### config.mk
export PLATFORM = sky130hd
export DESIGN_NAME = radial_spotlight_luma_falloff
export DESIGN_NICKNAME = d
export VERILOG_FILES = /design/src/sv/rslf_pkg.sv /design/src/sv/radial_spotlight_luma_falloff.sv /design/src/sv/rslf_front.sv /design/src/sv/rslf_queue.sv /design/src/sv/rslf_back.sv
export SDC_FILE = /design/constraint.sdc
export NUM_CORES = 2
export LEC_CHECK = 0
export ABC_AREA = 1
export BUFFER_PORTS_ARGS = -buffer_cell sky130_fd_sc_hd__buf_2
export CAP_MARGIN = 20
export CORE_MARGIN = 1
export CORE_UTILIZATION = 50
export CTS_CLUSTER_DIAMETER = 40
export DETAILED_ROUTE_END_ITERATION = 10
export PLACE_DENSITY = 0.66
export SLEW_MARGIN = 20
export SYNTH_ARGS = -nofsm -noshare
export SYNTH_HDL_FRONTEND = slang
export SYNTH_SLANG_ARGS = --single-unit
### constraint.sdc
create_clock -name i_clk -period 20 [get_ports i_clk]
set_input_delay 2 -clock i_clk [delete_from_list [all_inputs] [get_ports i_clk]]
set_output_delay 2 -clock i_clk [all_outputs]
set_load 0.05 [all_outputs]
### src/sv/rslf_pkg.sv
`timescale 1ns / 1ps

package rslf_pkg;

    localparam int MAX_SIDE   = 4096;
    localparam int LUMA_BITS  = 16;

    localparam int COORD_W    = $clog2(MAX_SIDE);
    localparam int REG_W      = COORD_W + 1;
    localparam int LUMA_W     = LUMA_BITS;
    localparam int CFG_IDX_W  = 8;

    // falloff radius and its derived widths
    localparam int RADIUS     = 200;
    localparam int DIST_W     = 8;
    localparam int SQ_W       = 2 * DIST_W;
    localparam int SUMSQ_W    = SQ_W + 1;
    localparam int SQRT_STEPS = DIST_W;
    localparam int SQRT_REM_W = DIST_W + 1;
    localparam int SQRT_SH_W  = SQRT_REM_W + 2;
    localparam int PROD_W     = LUMA_W + DIST_W;

    // first sum of squares whose floored root exceeds the radius
    localparam logic [SUMSQ_W-1:0] SUMSQ_LIMIT = SUMSQ_W'((RADIUS + 1) * (RADIUS + 1));

    // floor(p / 200) = floor(floor(p / 8) / 25), the latter by reciprocal
    localparam int DIV_SHIFT  = 3;
    localparam int DIV_REST   = RADIUS / 8;
    localparam int QUOT_W     = PROD_W - DIV_SHIFT;
    localparam int RECIP_SH   = 26;
    localparam int RECIP_W    = 22;
    localparam logic [RECIP_W-1:0] RECIP_MUL = RECIP_W'((64'd1 << RECIP_SH) / DIV_REST);
    localparam int RPROD_W    = QUOT_W + RECIP_W;
    localparam int EST_W      = RPROD_W - RECIP_SH;

    localparam logic [CFG_IDX_W-1:0] REG_CENTER_X     = CFG_IDX_W'(0);
    localparam logic [CFG_IDX_W-1:0] REG_CENTER_Y     = CFG_IDX_W'(1);
    localparam logic [CFG_IDX_W-1:0] REG_IMAGE_WIDTH  = CFG_IDX_W'(2);
    localparam logic [CFG_IDX_W-1:0] REG_IMAGE_HEIGHT = CFG_IDX_W'(3);

    typedef struct packed {
        logic [REG_W-1:0] center_x;
        logic [REG_W-1:0] center_y;
        logic [REG_W-1:0] image_width;
        logic [REG_W-1:0] image_height;
    } t_cfg;

    // classified pixel handed from front to back
    typedef struct packed {
        logic              invalid;
        logic              far;
        logic [DIST_W-1:0] dx;
        logic [DIST_W-1:0] dy;
        logic [LUMA_W-1:0] luma;
    } t_item;

endpackage

### src/sv/radial_spotlight_luma_falloff.sv
`timescale 1ns / 1ps

// Radial spotlight falloff: each pixel's luminance is scaled by (200 - d) / 200, floored,
// where d is the floored Euclidean distance to the configured center; pixels 200 or more
// away come out black. A center beyond the image size passes luminance through and sets
// the tuser flag. One pixel is taken and one result given per clock when the output is
// not stalled. Between an input beat and its output beat there lie one classify register,
// one queue slot, then a 14-stage back pipeline (squares, sum, eight root stages, scale
// multiply, reciprocal multiply for the divide by 200, correction and output register).
// A four-deep queue between classify and the back pipeline absorbs stalls on either side.
// Configuration should be written only while no pixel is in flight.

module radial_spotlight_luma_falloff (
    input  logic                           i_clk,
    input  logic                           i_rst_n,
    input  logic                           i_s_tvalid,
    output logic                           o_s_tready,
    input  logic [39:0]                    i_s_tdata,   // pixel_col, pixel_row, luma_in
    output logic                           o_m_tvalid,
    input  logic                           i_m_tready,
    output logic [15:0]                    o_m_tdata,   // luma_out
    output logic                           o_m_tuser,   // center_invalid
    input  logic                           i_cfg_valid,
    output logic                           o_cfg_ready,
    input  logic [rslf_pkg::CFG_IDX_W-1:0] i_cfg_index,
    input  logic [rslf_pkg::REG_W-1:0]     i_cfg_data
);
    import rslf_pkg::*;

    t_cfg              r_cfg;
    logic              w_fe_push;
    t_item             w_fe_item;
    logic              w_q_full;
    logic              w_q_empty;
    logic              w_q_pop;
    t_item             w_q_item;
    logic [LUMA_W-1:0] w_luma;

    assign o_cfg_ready = 1'b1;

    always_ff @(posedge i_clk) begin
        if (!i_rst_n) begin
            r_cfg.center_x     <= '0;
            r_cfg.center_y     <= '0;
            r_cfg.image_width  <= REG_W'(MAX_SIDE);
            r_cfg.image_height <= REG_W'(MAX_SIDE);
        end else if (i_cfg_valid) begin
            unique case (i_cfg_index)
                REG_CENTER_X:     r_cfg.center_x     <= i_cfg_data;
                REG_CENTER_Y:     r_cfg.center_y     <= i_cfg_data;
                REG_IMAGE_WIDTH:  r_cfg.image_width  <= i_cfg_data;
                REG_IMAGE_HEIGHT: r_cfg.image_height <= i_cfg_data;
                default: ;
            endcase
        end
    end

    rslf_front u_front (
        .i_clk   (i_clk),
        .i_rst_n (i_rst_n),
        .i_cfg   (r_cfg),
        .i_valid (i_s_tvalid),
        .o_ready (o_s_tready),
        .i_col   (i_s_tdata[COORD_W-1:0]),
        .i_row   (i_s_tdata[2*COORD_W-1:COORD_W]),
        .i_luma  (i_s_tdata[2*COORD_W+LUMA_W-1:2*COORD_W]),
        .o_push  (w_fe_push),
        .i_full  (w_q_full),
        .o_item  (w_fe_item)
    );

    rslf_queue u_queue (
        .i_clk   (i_clk),
        .i_rst_n (i_rst_n),
        .i_push  (w_fe_push),
        .i_data  (w_fe_item),
        .o_full  (w_q_full),
        .i_pop   (w_q_pop),
        .o_empty (w_q_empty),
        .o_data  (w_q_item)
    );

    rslf_back u_back (
        .i_clk     (i_clk),
        .i_rst_n   (i_rst_n),
        .i_empty   (w_q_empty),
        .i_item    (w_q_item),
        .o_pop     (w_q_pop),
        .o_valid   (o_m_tvalid),
        .i_ready   (i_m_tready),
        .o_luma    (w_luma),
        .o_invalid (o_m_tuser)
    );

    assign o_m_tdata = w_luma;

    // back pipeline only pulls when the queue holds a beat
    a_pop_nonempty: assert property (@(posedge i_clk) disable iff (!i_rst_n)
        w_q_pop |-> !w_q_empty)
        else $error("queue popped while empty");

    // classify register keeps its beat while the queue is full
    a_front_hold: assert property (@(posedge i_clk) disable iff (!i_rst_n)
        (w_fe_push && w_q_full) |=> w_fe_push)
        else $error("front dropped a beat on a full queue");

    // a full queue with a beat held in the classify register must back-pressure the input
    a_full_stall: assert property (@(posedge i_clk) disable iff (!i_rst_n)
        (w_fe_push && w_q_full) |-> !o_s_tready)
        else $error("input accepted while queue full and front busy");

endmodule

### src/sv/rslf_front.sv
`timescale 1ns / 1ps

module rslf_front (
    input  logic                         i_clk,
    input  logic                         i_rst_n,
    input  rslf_pkg::t_cfg               i_cfg,
    input  logic                         i_valid,
    output logic                         o_ready,
    input  logic [rslf_pkg::COORD_W-1:0] i_col,
    input  logic [rslf_pkg::COORD_W-1:0] i_row,
    input  logic [rslf_pkg::LUMA_W-1:0]  i_luma,
    output logic                         o_push,
    input  logic                         i_full,
    output rslf_pkg::t_item              o_item
);
    import rslf_pkg::*;

    logic             r_vld;
    t_item            r_item;
    t_item            n_item;
    logic [REG_W-1:0] w_wlim;
    logic [REG_W-1:0] w_hlim;
    logic [REG_W-1:0] w_col;
    logic [REG_W-1:0] w_row;
    logic [REG_W-1:0] w_dx;
    logic [REG_W-1:0] w_dy;

    always_comb begin
        w_wlim = (i_cfg.image_width > REG_W'(MAX_SIDE)) ? REG_W'(MAX_SIDE) : i_cfg.image_width;
        w_hlim = (i_cfg.image_height > REG_W'(MAX_SIDE)) ? REG_W'(MAX_SIDE) : i_cfg.image_height;
        w_col  = {1'b0, i_col};
        w_row  = {1'b0, i_row};
        w_dx   = (w_col > i_cfg.center_x) ? w_col - i_cfg.center_x : i_cfg.center_x - w_col;
        w_dy   = (w_row > i_cfg.center_y) ? w_row - i_cfg.center_y : i_cfg.center_y - w_row;
        n_item.invalid = (i_cfg.center_x > w_wlim) || (i_cfg.center_y > w_hlim);
        n_item.far     = (w_dx > REG_W'(RADIUS)) || (w_dy > REG_W'(RADIUS));
        n_item.dx      = w_dx[DIST_W-1:0];
        n_item.dy      = w_dy[DIST_W-1:0];
        n_item.luma    = i_luma;
    end

    assign o_ready = !r_vld || !i_full;
    assign o_push  = r_vld;
    assign o_item  = r_item;

    always_ff @(posedge i_clk) begin
        if (!i_rst_n) begin
            r_vld <= 1'b0;
        end else if (o_ready) begin
            r_vld <= i_valid;
        end
    end

    always_ff @(posedge i_clk) begin
        if (i_valid && o_ready) begin
            r_item <= n_item;
        end
    end

endmodule

### src/sv/rslf_queue.sv
`timescale 1ns / 1ps

module rslf_queue (
    input  logic            i_clk,
    input  logic            i_rst_n,
    input  logic            i_push,
    input  rslf_pkg::t_item i_data,
    output logic            o_full,
    input  logic            i_pop,
    output logic            o_empty,
    output rslf_pkg::t_item o_data
);
    import rslf_pkg::*;

    localparam int DEPTH = 4;
    localparam int PTR_W = $clog2(DEPTH);

    t_item              r_mem [DEPTH];
    logic [PTR_W-1:0]   r_wr;
    logic [PTR_W-1:0]   r_rd;
    logic [PTR_W:0]     r_cnt;
    logic               w_wen;
    logic               w_ren;

    assign o_full  = (r_cnt == (PTR_W+1)'(DEPTH));
    assign o_empty = (r_cnt == '0);
    assign o_data  = r_mem[r_rd];
    assign w_wen   = i_push && !o_full;
    assign w_ren   = i_pop && !o_empty;

    always_ff @(posedge i_clk) begin
        if (!i_rst_n) begin
            r_wr  <= '0;
            r_rd  <= '0;
            r_cnt <= '0;
        end else begin
            if (w_wen) r_wr <= r_wr + 1'b1;
            if (w_ren) r_rd <= r_rd + 1'b1;
            if (w_wen && !w_ren) begin
                r_cnt <= r_cnt + 1'b1;
            end else if (w_ren && !w_wen) begin
                r_cnt <= r_cnt - 1'b1;
            end
        end
    end

    always_ff @(posedge i_clk) begin
        if (w_wen) begin
            r_mem[r_wr] <= i_data;
        end
    end

endmodule

### src/sv/rslf_back.sv
`timescale 1ns / 1ps

module rslf_back (
    input  logic                        i_clk,
    input  logic                        i_rst_n,
    input  logic                        i_empty,
    input  rslf_pkg::t_item             i_item,
    output logic                        o_pop,
    output logic                        o_valid,
    input  logic                        i_ready,
    output logic [rslf_pkg::LUMA_W-1:0] o_luma,
    output logic                        o_invalid
);
    import rslf_pkg::*;

    // squares, sum, root steps, scale multiply, reciprocal multiply, correct, output
    localparam int NSTG = SQRT_STEPS + 6;

    logic [NSTG-1:0]       r_vld;
    logic                  w_ce;

    // squares
    logic [SQ_W-1:0]       r_sqx;
    logic [SQ_W-1:0]       r_sqy;
    logic                  r1_far;
    logic                  r1_inv;
    logic [LUMA_W-1:0]     r1_luma;
    logic [SUMSQ_W-1:0]    w_sum;

    // root pipeline, entry 0 is the sum stage
    logic [SQ_W-1:0]       r_rad  [SQRT_STEPS+1];
    logic [SQRT_REM_W-1:0] r_rem  [SQRT_STEPS+1];
    logic [DIST_W-1:0]     r_root [SQRT_STEPS+1];
    logic                  r_ovr  [SQRT_STEPS+1];
    logic                  r_inv  [SQRT_STEPS+1];
    logic [LUMA_W-1:0]     r_luma [SQRT_STEPS+1];

    // scale and divide
    logic [DIST_W-1:0]     w_fac;
    logic [PROD_W-1:0]     r_prod;
    logic                  rm_inv;
    logic [LUMA_W-1:0]     rm_luma;
    logic [QUOT_W-1:0]     w_quot;
    logic [RPROD_W-1:0]    r_rprod;
    logic [QUOT_W-1:0]     rr_quot;
    logic                  rr_inv;
    logic [LUMA_W-1:0]     rr_luma;
    logic [EST_W-1:0]      r_est;
    logic [QUOT_W-1:0]     re_quot;
    logic                  re_inv;
    logic [LUMA_W-1:0]     re_luma;
    logic [QUOT_W:0]       w_back;
    logic [QUOT_W:0]       w_diff;
    logic [EST_W-1:0]      w_res;

    logic                  r_out_inv;
    logic [LUMA_W-1:0]     r_out_luma;

    assign w_ce      = !r_vld[NSTG-1] || i_ready;
    assign o_pop     = w_ce && !i_empty;
    assign o_valid   = r_vld[NSTG-1];
    assign o_luma    = r_out_luma;
    assign o_invalid = r_out_inv;

    always_ff @(posedge i_clk) begin
        if (!i_rst_n) begin
            r_vld <= '0;
        end else if (w_ce) begin
            r_vld <= {r_vld[NSTG-2:0], !i_empty};
        end
    end

    always_ff @(posedge i_clk) begin
        if (w_ce) begin
            r_sqx   <= i_item.dx * i_item.dx;
            r_sqy   <= i_item.dy * i_item.dy;
            r1_far  <= i_item.far;
            r1_inv  <= i_item.invalid;
            r1_luma <= i_item.luma;
        end
    end

    assign w_sum = {1'b0, r_sqx} + {1'b0, r_sqy};

    always_ff @(posedge i_clk) begin
        if (w_ce) begin
            r_rad[0]  <= w_sum[SQ_W-1:0];
            r_rem[0]  <= '0;
            r_root[0] <= '0;
            r_ovr[0]  <= r1_far || (w_sum >= SUMSQ_LIMIT);
            r_inv[0]  <= r1_inv;
            r_luma[0] <= r1_luma;
        end
    end

    // restoring square root, one result bit per stage
    for (genvar k = 0; k < SQRT_STEPS; k++) begin : g_sqrt
        localparam int LO = 2 * (SQRT_STEPS - 1 - k);
        logic [SQRT_SH_W-1:0] w_sh;
        logic [SQRT_SH_W-1:0] w_trial;
        logic [SQRT_SH_W-1:0] w_sub;
        logic                 w_ge;

        always_comb begin
            w_sh    = {r_rem[k], r_rad[k][LO+1:LO]};
            w_trial = {1'b0, r_root[k], 2'b01};
            w_sub   = w_sh - w_trial;
            w_ge    = (w_sh >= w_trial);
        end

        always_ff @(posedge i_clk) begin
            if (w_ce) begin
                r_rad[k+1]  <= r_rad[k];
                r_rem[k+1]  <= w_ge ? w_sub[SQRT_REM_W-1:0] : w_sh[SQRT_REM_W-1:0];
                r_root[k+1] <= {r_root[k][DIST_W-2:0], w_ge};
                r_ovr[k+1]  <= r_ovr[k];
                r_inv[k+1]  <= r_inv[k];
                r_luma[k+1] <= r_luma[k];
            end
        end
    end

    assign w_fac = r_ovr[SQRT_STEPS] ? '0 : DIST_W'(RADIUS) - r_root[SQRT_STEPS];

    always_ff @(posedge i_clk) begin
        if (w_ce) begin
            r_prod  <= PROD_W'(r_luma[SQRT_STEPS] * w_fac);
            rm_inv  <= r_inv[SQRT_STEPS];
            rm_luma <= r_luma[SQRT_STEPS];
        end
    end

    assign w_quot = r_prod[PROD_W-1:DIV_SHIFT];

    always_ff @(posedge i_clk) begin
        if (w_ce) begin
            r_rprod <= RPROD_W'(w_quot * RECIP_MUL);
            rr_quot <= w_quot;
            rr_inv  <= rm_inv;
            rr_luma <= rm_luma;
        end
    end

    always_ff @(posedge i_clk) begin
        if (w_ce) begin
            r_est   <= r_rprod[RPROD_W-1:RECIP_SH];
            re_quot <= rr_quot;
            re_inv  <= rr_inv;
            re_luma <= rr_luma;
        end
    end

    // estimate is exact or one low
    always_comb begin
        w_back = (QUOT_W+1)'(r_est * DIV_REST);
        w_diff = {1'b0, re_quot} - w_back;
        w_res  = (w_diff >= (QUOT_W+1)'(DIV_REST)) ? r_est + 1'b1 : r_est;
    end

    always_ff @(posedge i_clk) begin
        if (w_ce) begin
            r_out_inv  <= re_inv;
            r_out_luma <= re_inv ? re_luma : w_res[LUMA_W-1:0];
        end
    end

endmodule
* After elaboration in Yosys (flattened, before gate mapping) *
Memories as Yosys holds them, arrays and structs flattened. A register that Yosys moved wholly into a read port is not among the register bits.
Cells that the tools add are included.

word-level totals
  register bits after elaboration = 350
  output and inout bits = 20
  memories = 7
  RAM bits = 595
  input port bits = 66

operators by class
  order comparisons = 18
  muxes and demuxes = 23
  equality and inequality tests = 4
  $mul = 5
  reduce and logical (&&, ||, !) cells = 24
  add/sub/neg operators = 20

memories
  memory           depth  bits a word  read ports  clocked after memory_dff  wr ports  line              source
  u_back.r_luma    9      16           9           0                         9         rslf_back.sv:36   logic [LUMA_W-1:0] r_luma [SQRT_STEPS+1];
  u_back.r_rad     9      16           8           0                         9         rslf_back.sv:31   logic [SQ_W-1:0] r_rad [SQRT_STEPS+1];
  u_queue.r_mem    4      34           1           1                         1         rslf_queue.sv:18  t_item r_mem [DEPTH];
  u_back.r_rem     9      9            8           0                         9         rslf_back.sv:32   logic [SQRT_REM_W-1:0] r_rem [SQRT_STEPS+1];
  u_back.r_root    9      8            9           0                         9         rslf_back.sv:33   logic [DIST_W-1:0] r_root [SQRT_STEPS+1];
  u_back.r_inv     9      1            9           1                         9         rslf_back.sv:35   logic r_inv [SQRT_STEPS+1];
  1 more memories  n/a    n/a          n/a         n/a                       n/a       n/a

operators with widths
  cell                                                                     count
  11-bit by 10-bit >= comparator with 1-bit output                         8
  9-bit 2-to-1 mux                                                         8
  9-bit subtractor                                                         8
  13-bit 2-to-1 mux                                                        4
  21-bit by 21-bit multiplier with 42-bit output, second input constant    1
  8-bit by 8-bit multiplier with 16-bit output                             2
  16-bit 2-to-1 mux                                                        2
  12-bit by 13-bit > comparator with 1-bit output                          2
  13-bit > comparator                                                      2
  13-bit > comparator, second input constant                               2
  13-bit by 8-bit > comparator with 1-bit output, second input constant    2
  12-bit by 13-bit subtractor with 13-bit output                           2
  13-bit by 12-bit subtractor with 13-bit output                           2
  16-bit by 8-bit multiplier with 24-bit output                            1
  22-bit by 5-bit >= comparator with 1-bit output, second input constant   1
  17-bit by 5-bit multiplier with 22-bit output, second input constant     1
  21-bit by 22-bit subtractor with 22-bit output                           1
  16-bit by 16-bit adder with 17-bit output                                1
  17-bit by 16-bit >= comparator with 1-bit output, second input constant  1
  16-bit by 1-bit adder with 16-bit output, second input constant          1
  8-bit by 2-bit == test with 1-bit output, second input constant          2
  8-bit by 1-bit == test with 1-bit output, second input constant          1
  8-bit logical NOT                                                        1
  8-bit 2-to-1 mux                                                         1
  other kinds (14)                                                         37

* Longest topological paths before layout *
  depth after elaboration = 7
  depth in mapped cells = 32
  depth with buffers taken out = 32

* Hierarchy *
A second synthesis with hierarchy kept.

second synthesis, totals
  cell total of the unflattened synthesis = 5171
  area total of the unflattened synthesis = 52255.1 um^2

by module, submodules not included
  module                         area each (um^2)  times used  cells an instance  seq. area each (um^2)
  rslf_back                      38967.4           1           3674               16495.8
  rslf_queue                     5735.5            1           399                4264.1
  rslf_front                     5242.5            1           784                1041.0
  radial_spotlight_luma_falloff  2309.7            1           314                1041.0

* Least setup slack after synthesis *
OpenSTA, ideal clock, no wires.

  path kind = input-to-reg
  start = input i_m_tready
  end = register u_back.r_out_inv (netlist: u_back.o_invalid), enable pin
  path slack = 1.967 ns
  buffers on the path = 1
  data required time = 18.883 ns
  data arrival time = 16.916 ns
  stages on the path = 3
  cells stage by stage = nor2_1 > inv_1 > clkbuf_1

between the ends
  cells in the longest elaborated chain, start to end = 1

RTL lines
  item                  line                                 source
  from (decl)           radial_spotlight_luma_falloff.sv:20  input logic i_m_tready,
  1-bit logical OR      rslf_back.sv:59                      assign w_ce = !r_vld[NSTG-1] || i_ready;
  to (signal assigned)  rslf_back.sv:162                     r_out_inv <= re_inv;
  to (decl)             rslf_back.sv:56                      logic r_out_inv;

Every way passes these cells.
A chain may end at the register's enable or synchronous reset.

==> results by group <==
Logic synthesis
  • Syn Inst Count: 4880
  • Yosys cell types: 58
  • Yosys Warn Count: 0
  • Mapped cell area: 50600 um^2
  • Synthesized flop and latch total: 786
  • Post-synth top area share: 0.421
  • Syn_area_per_cell: 10.4 um^2
  • Yosys top cell by area: edfxtp_1
  • Sequential area share after synthesis: 0.451
  • Synth area leaders: edfxtp_1 42%, ha_1 13%, fa_1 13%
  • Async set-reset flop share out of synthesis: 0
  • EDFF count, synth: 710
  • Syn Nets: 5804
  • Ys flop type: edfxtp_1

Die
  • Die Wd: 320 um
  • Initial Utilization: 0.505
  • Die ar.: 103000 um^2
  • Die height: 320 um
  • IO Pins: 86
  • Row Count: 116
  • Core area: 100000 um^2

Detailed routing
  • Final ANT Viol Nets: 0
  • Via-to-Cell Ratio: 5.06
  • Drt drc: 0
  • DRT Pass-1 Iters: 5
  • Vias: 32697
  • Starting DRT DRC Count: 2080
  • Routed length per instance: 15.6 um
  • Detailed Route WL: 101 mm

Worst setup path
  • Critical-path maximum fanout: 13
  • Most common cell on crit path: inv_1
  • Crit start category: flip-flop
  • CP required: 20.41 ns
  • Largest stage delay, worst path: 0.55 ns
  • Worst setup EP type: flip-flop
  • Crit path DAT: 6.67 ns
  • Critical Setup Path Class: flip-flop to flip-flop
  • Worst path slowest cell: fa_1

Cells and area
  • Share of layout cells above drive strength 1: 0.0645
  • Area Growth Syn to Fin: 11.5%
  • Nets: 5937
  • Fin area: 56500 um^2
  • N_diodes: 0
  • FILL cells: 8536

Timing
  • Hold_ws: 0.407 ns
  • RSZ-0062 raised after global routing: no
  • Setup Viol. Count Final: 0
  • Setup TNS: 0 ns
  • Endpoints failing hold: 0
  • Worst-margin pin slew: 1.06 ns
  • Tcrit/Tclk final: 0.313
  • Final Max Tran Viols: 0
  • Tmin final: 6.26 ns
  • Highest clock rate: 160 MHz
  • Relative slew slack: 0.294
  • Clk_skew: 0.0538 ns

CTS
  • Clock Sinks: 786
  • Worst skew pair latency: 0.69 ns
  • CTS tree: yes
  • CTS buffer count: 105
  • H-tree depth: 3
  • Worst-path clk slew: 0.06 ns
  • CTS resizes: 0
  • CTS Hold Bufs: 0
  • Worst-case clock buffer depth: 3
  • Post-CTS Setup Bufs: 0
  • CTS root buf: clkbuf_16

Placement
  • Hpwl dp: 76.8 mm
  • Routability cong.: 0.900
  • Port bufs: 84
  • Placed cell area: 52700 um^2

Run status
  • Status: completed

Global route
  • Total GRT Usage: 0.201
  • Pin count of the biggest net entering global routing: 129
  • Grt total ovfl: 0
  • Global-route wire length before repair: 165 mm
  • Initial antenna violation count: 2
  • Vias in the first global route: 32972

Job
  • Number of max-cap violations: 0

Hold path
  • Min-Delay Path Class: flip-flop to flip-flop
-- path summary, 6_finish.rpt --
check / depth (start not counted) / endpoint / startpoint / slack [ns]
setup / recovery: 28 / u_back.r_prod[20]$_DFFE_PN_ / u_back.r_root[0][64]$_DFFE_PN_ / 13.74
hold / removal: 0 / u_back.r_rad[0][27]$_DFFE_PN_ / u_back.r_rad[0][11]$_DFFE_PN_ / 0.41
hold reg to reg: 0 / u_back.r_rad[0][27]$_DFFE_PN_ / u_back.r_rad[0][11]$_DFFE_PN_ / 0.41
setup reg to reg: 28 / u_back.r_prod[20]$_DFFE_PN_ / u_back.r_root[0][64]$_DFFE_PN_ / 13.74
-- worst max-delay path, delay by kind of cell, from the launching register on --
kind | cells | cell delay, ns
AOI/OAI and AO/OA | 5 | 1.01
DFF | 1 | 0.38
adders and majority gates | 6 | 2.58
xor gates and xnor gates | 1 | 0.14
buffers and inverters | 7 | 0.74
and+or+nand+nor | 9 | 1.19
-- routing by layer --
metal	global-route usage	share of wire	wire length [um]
met3	0.0259	0.034	3440
met2	0.353	0.50	50400
met1	0.262	0.44	44800
met4	0.0561	0.023	2360
met5	0	0.00011	11
-- kinds of logic (layout without fill, tap and decap cells) --
| group | count (synthesis) | count (layout) | synth area share |
|---|---|---|---|
| buffers and inverters | 1049 | 1273 | 0.0786 |
| DFF | 786 | 786 | 0.451 |
| and+or+nand+nor | 1415 | 1415 | 0.115 |
| muxes | 2 | 2 | 0.000445 |
| AOI/OAI and AO/OA | 594 | 594 | 0.0645 |
| other | 2 | 2 | 0.000148 |
| adders and majority gates | 858 | 858 | 0.260 |
| xor gates and xnor gates | 174 | 174 | 0.0301 |
-- layout by cell type, fill, tap and decap left out, drive strengths merged, types with 4 or more instances in the layout --
cell type,synthesis,routed
a211oi,5,5
a21boi,6,6
a21o,13,13
a21oi,284,284
a31oi,6,6
a32oi,14,14
and2,7,7
buf,25,105
bufinv,0,14
clkbuf,54,121
clkinv,7,37
clkinvlp,0,6
dfxtp,76,76
edfxtp,710,710
fa,323,323
ha,535,535
inv,963,990
nand2,725,725
nand3,101,101
nand3b,9,9
nand4,52,52
nor2,452,452
nor3,34,34
nor3b,4,4
nor4,18,18
o211ai,7,7
o21a,8,8
o21ai,204,204
o21bai,12,12
o22ai,18,18
o31ai,6,6
or2,11,11
xnor2,61,61
xor2,113,113
-- layout make-up --
cell class	instances	area (um^2)	area share
flip-flops and latches	786	22800	0.404
clock buffers	121	2760	0.0489
inverters	970	3650	0.0646
well taps	1357	1700	0.0301
repair buffers	105	618	0.0109
multi-input cells	3045	23900	0.422
clock inverters	77	1060	0.0188
-- registers in the layout (all words and copies together), names as in the netlist, 3 cells and up, named ones only --
name	flops
u_back.r_luma	144
u_queue.r_mem	136
u_back.r_rad	72
u_back.r_rem	57
r_cfg	52
u_back.r_root	36
u_front.o_item	34
u_back.r_prod	21
u_back.re_quot	21
u_back.rr_quot	21
u_back.r_est	17
u_back.r_rprod	17
u_back.o_luma	16
u_back.r1_luma	16
u_back.re_luma	16
u_back.rm_luma	16
u_back.rr_luma	16
u_back.r_sqx	15
u_back.r_sqy	15
u_back.r_vld	14
u_back.r_inv	9
u_back.r_ovr	9
u_queue.r_cnt	3
-- Yosys cell counts, drive strengths merged, types with 7 or more instances --
master and instances:
o21a 8, nand3b 9, nand4 52, nor2 452, and2 7, clkbuf 54, dfxtp 76, a32oi 14
edfxtp 710, inv 963, or2 11, buf 25, fa 323, xnor2 61, nor4 18, o211ai 7
clkinv 7, nand2 725, o21bai 12, ha 535, o22ai 18, nor3 34, a21oi 284, xor2 113
a21o 13, o21ai 204, nand3 101
-- through the flow --
step                      utilization  worst slack, ns  instances
after global placement          0.524            14.00       6260
after global routing            0.563            13.17       6461
after floorplan                     -             1.97       4880
final                           0.563            13.74       6461
after CTS                       0.563            13.88       6460
after detailed placement        0.525            13.88       6262
Power is left out: the tool's default activity adds up to more than one toggle a clock period on the data nets, which glitch-free logic cannot reach.
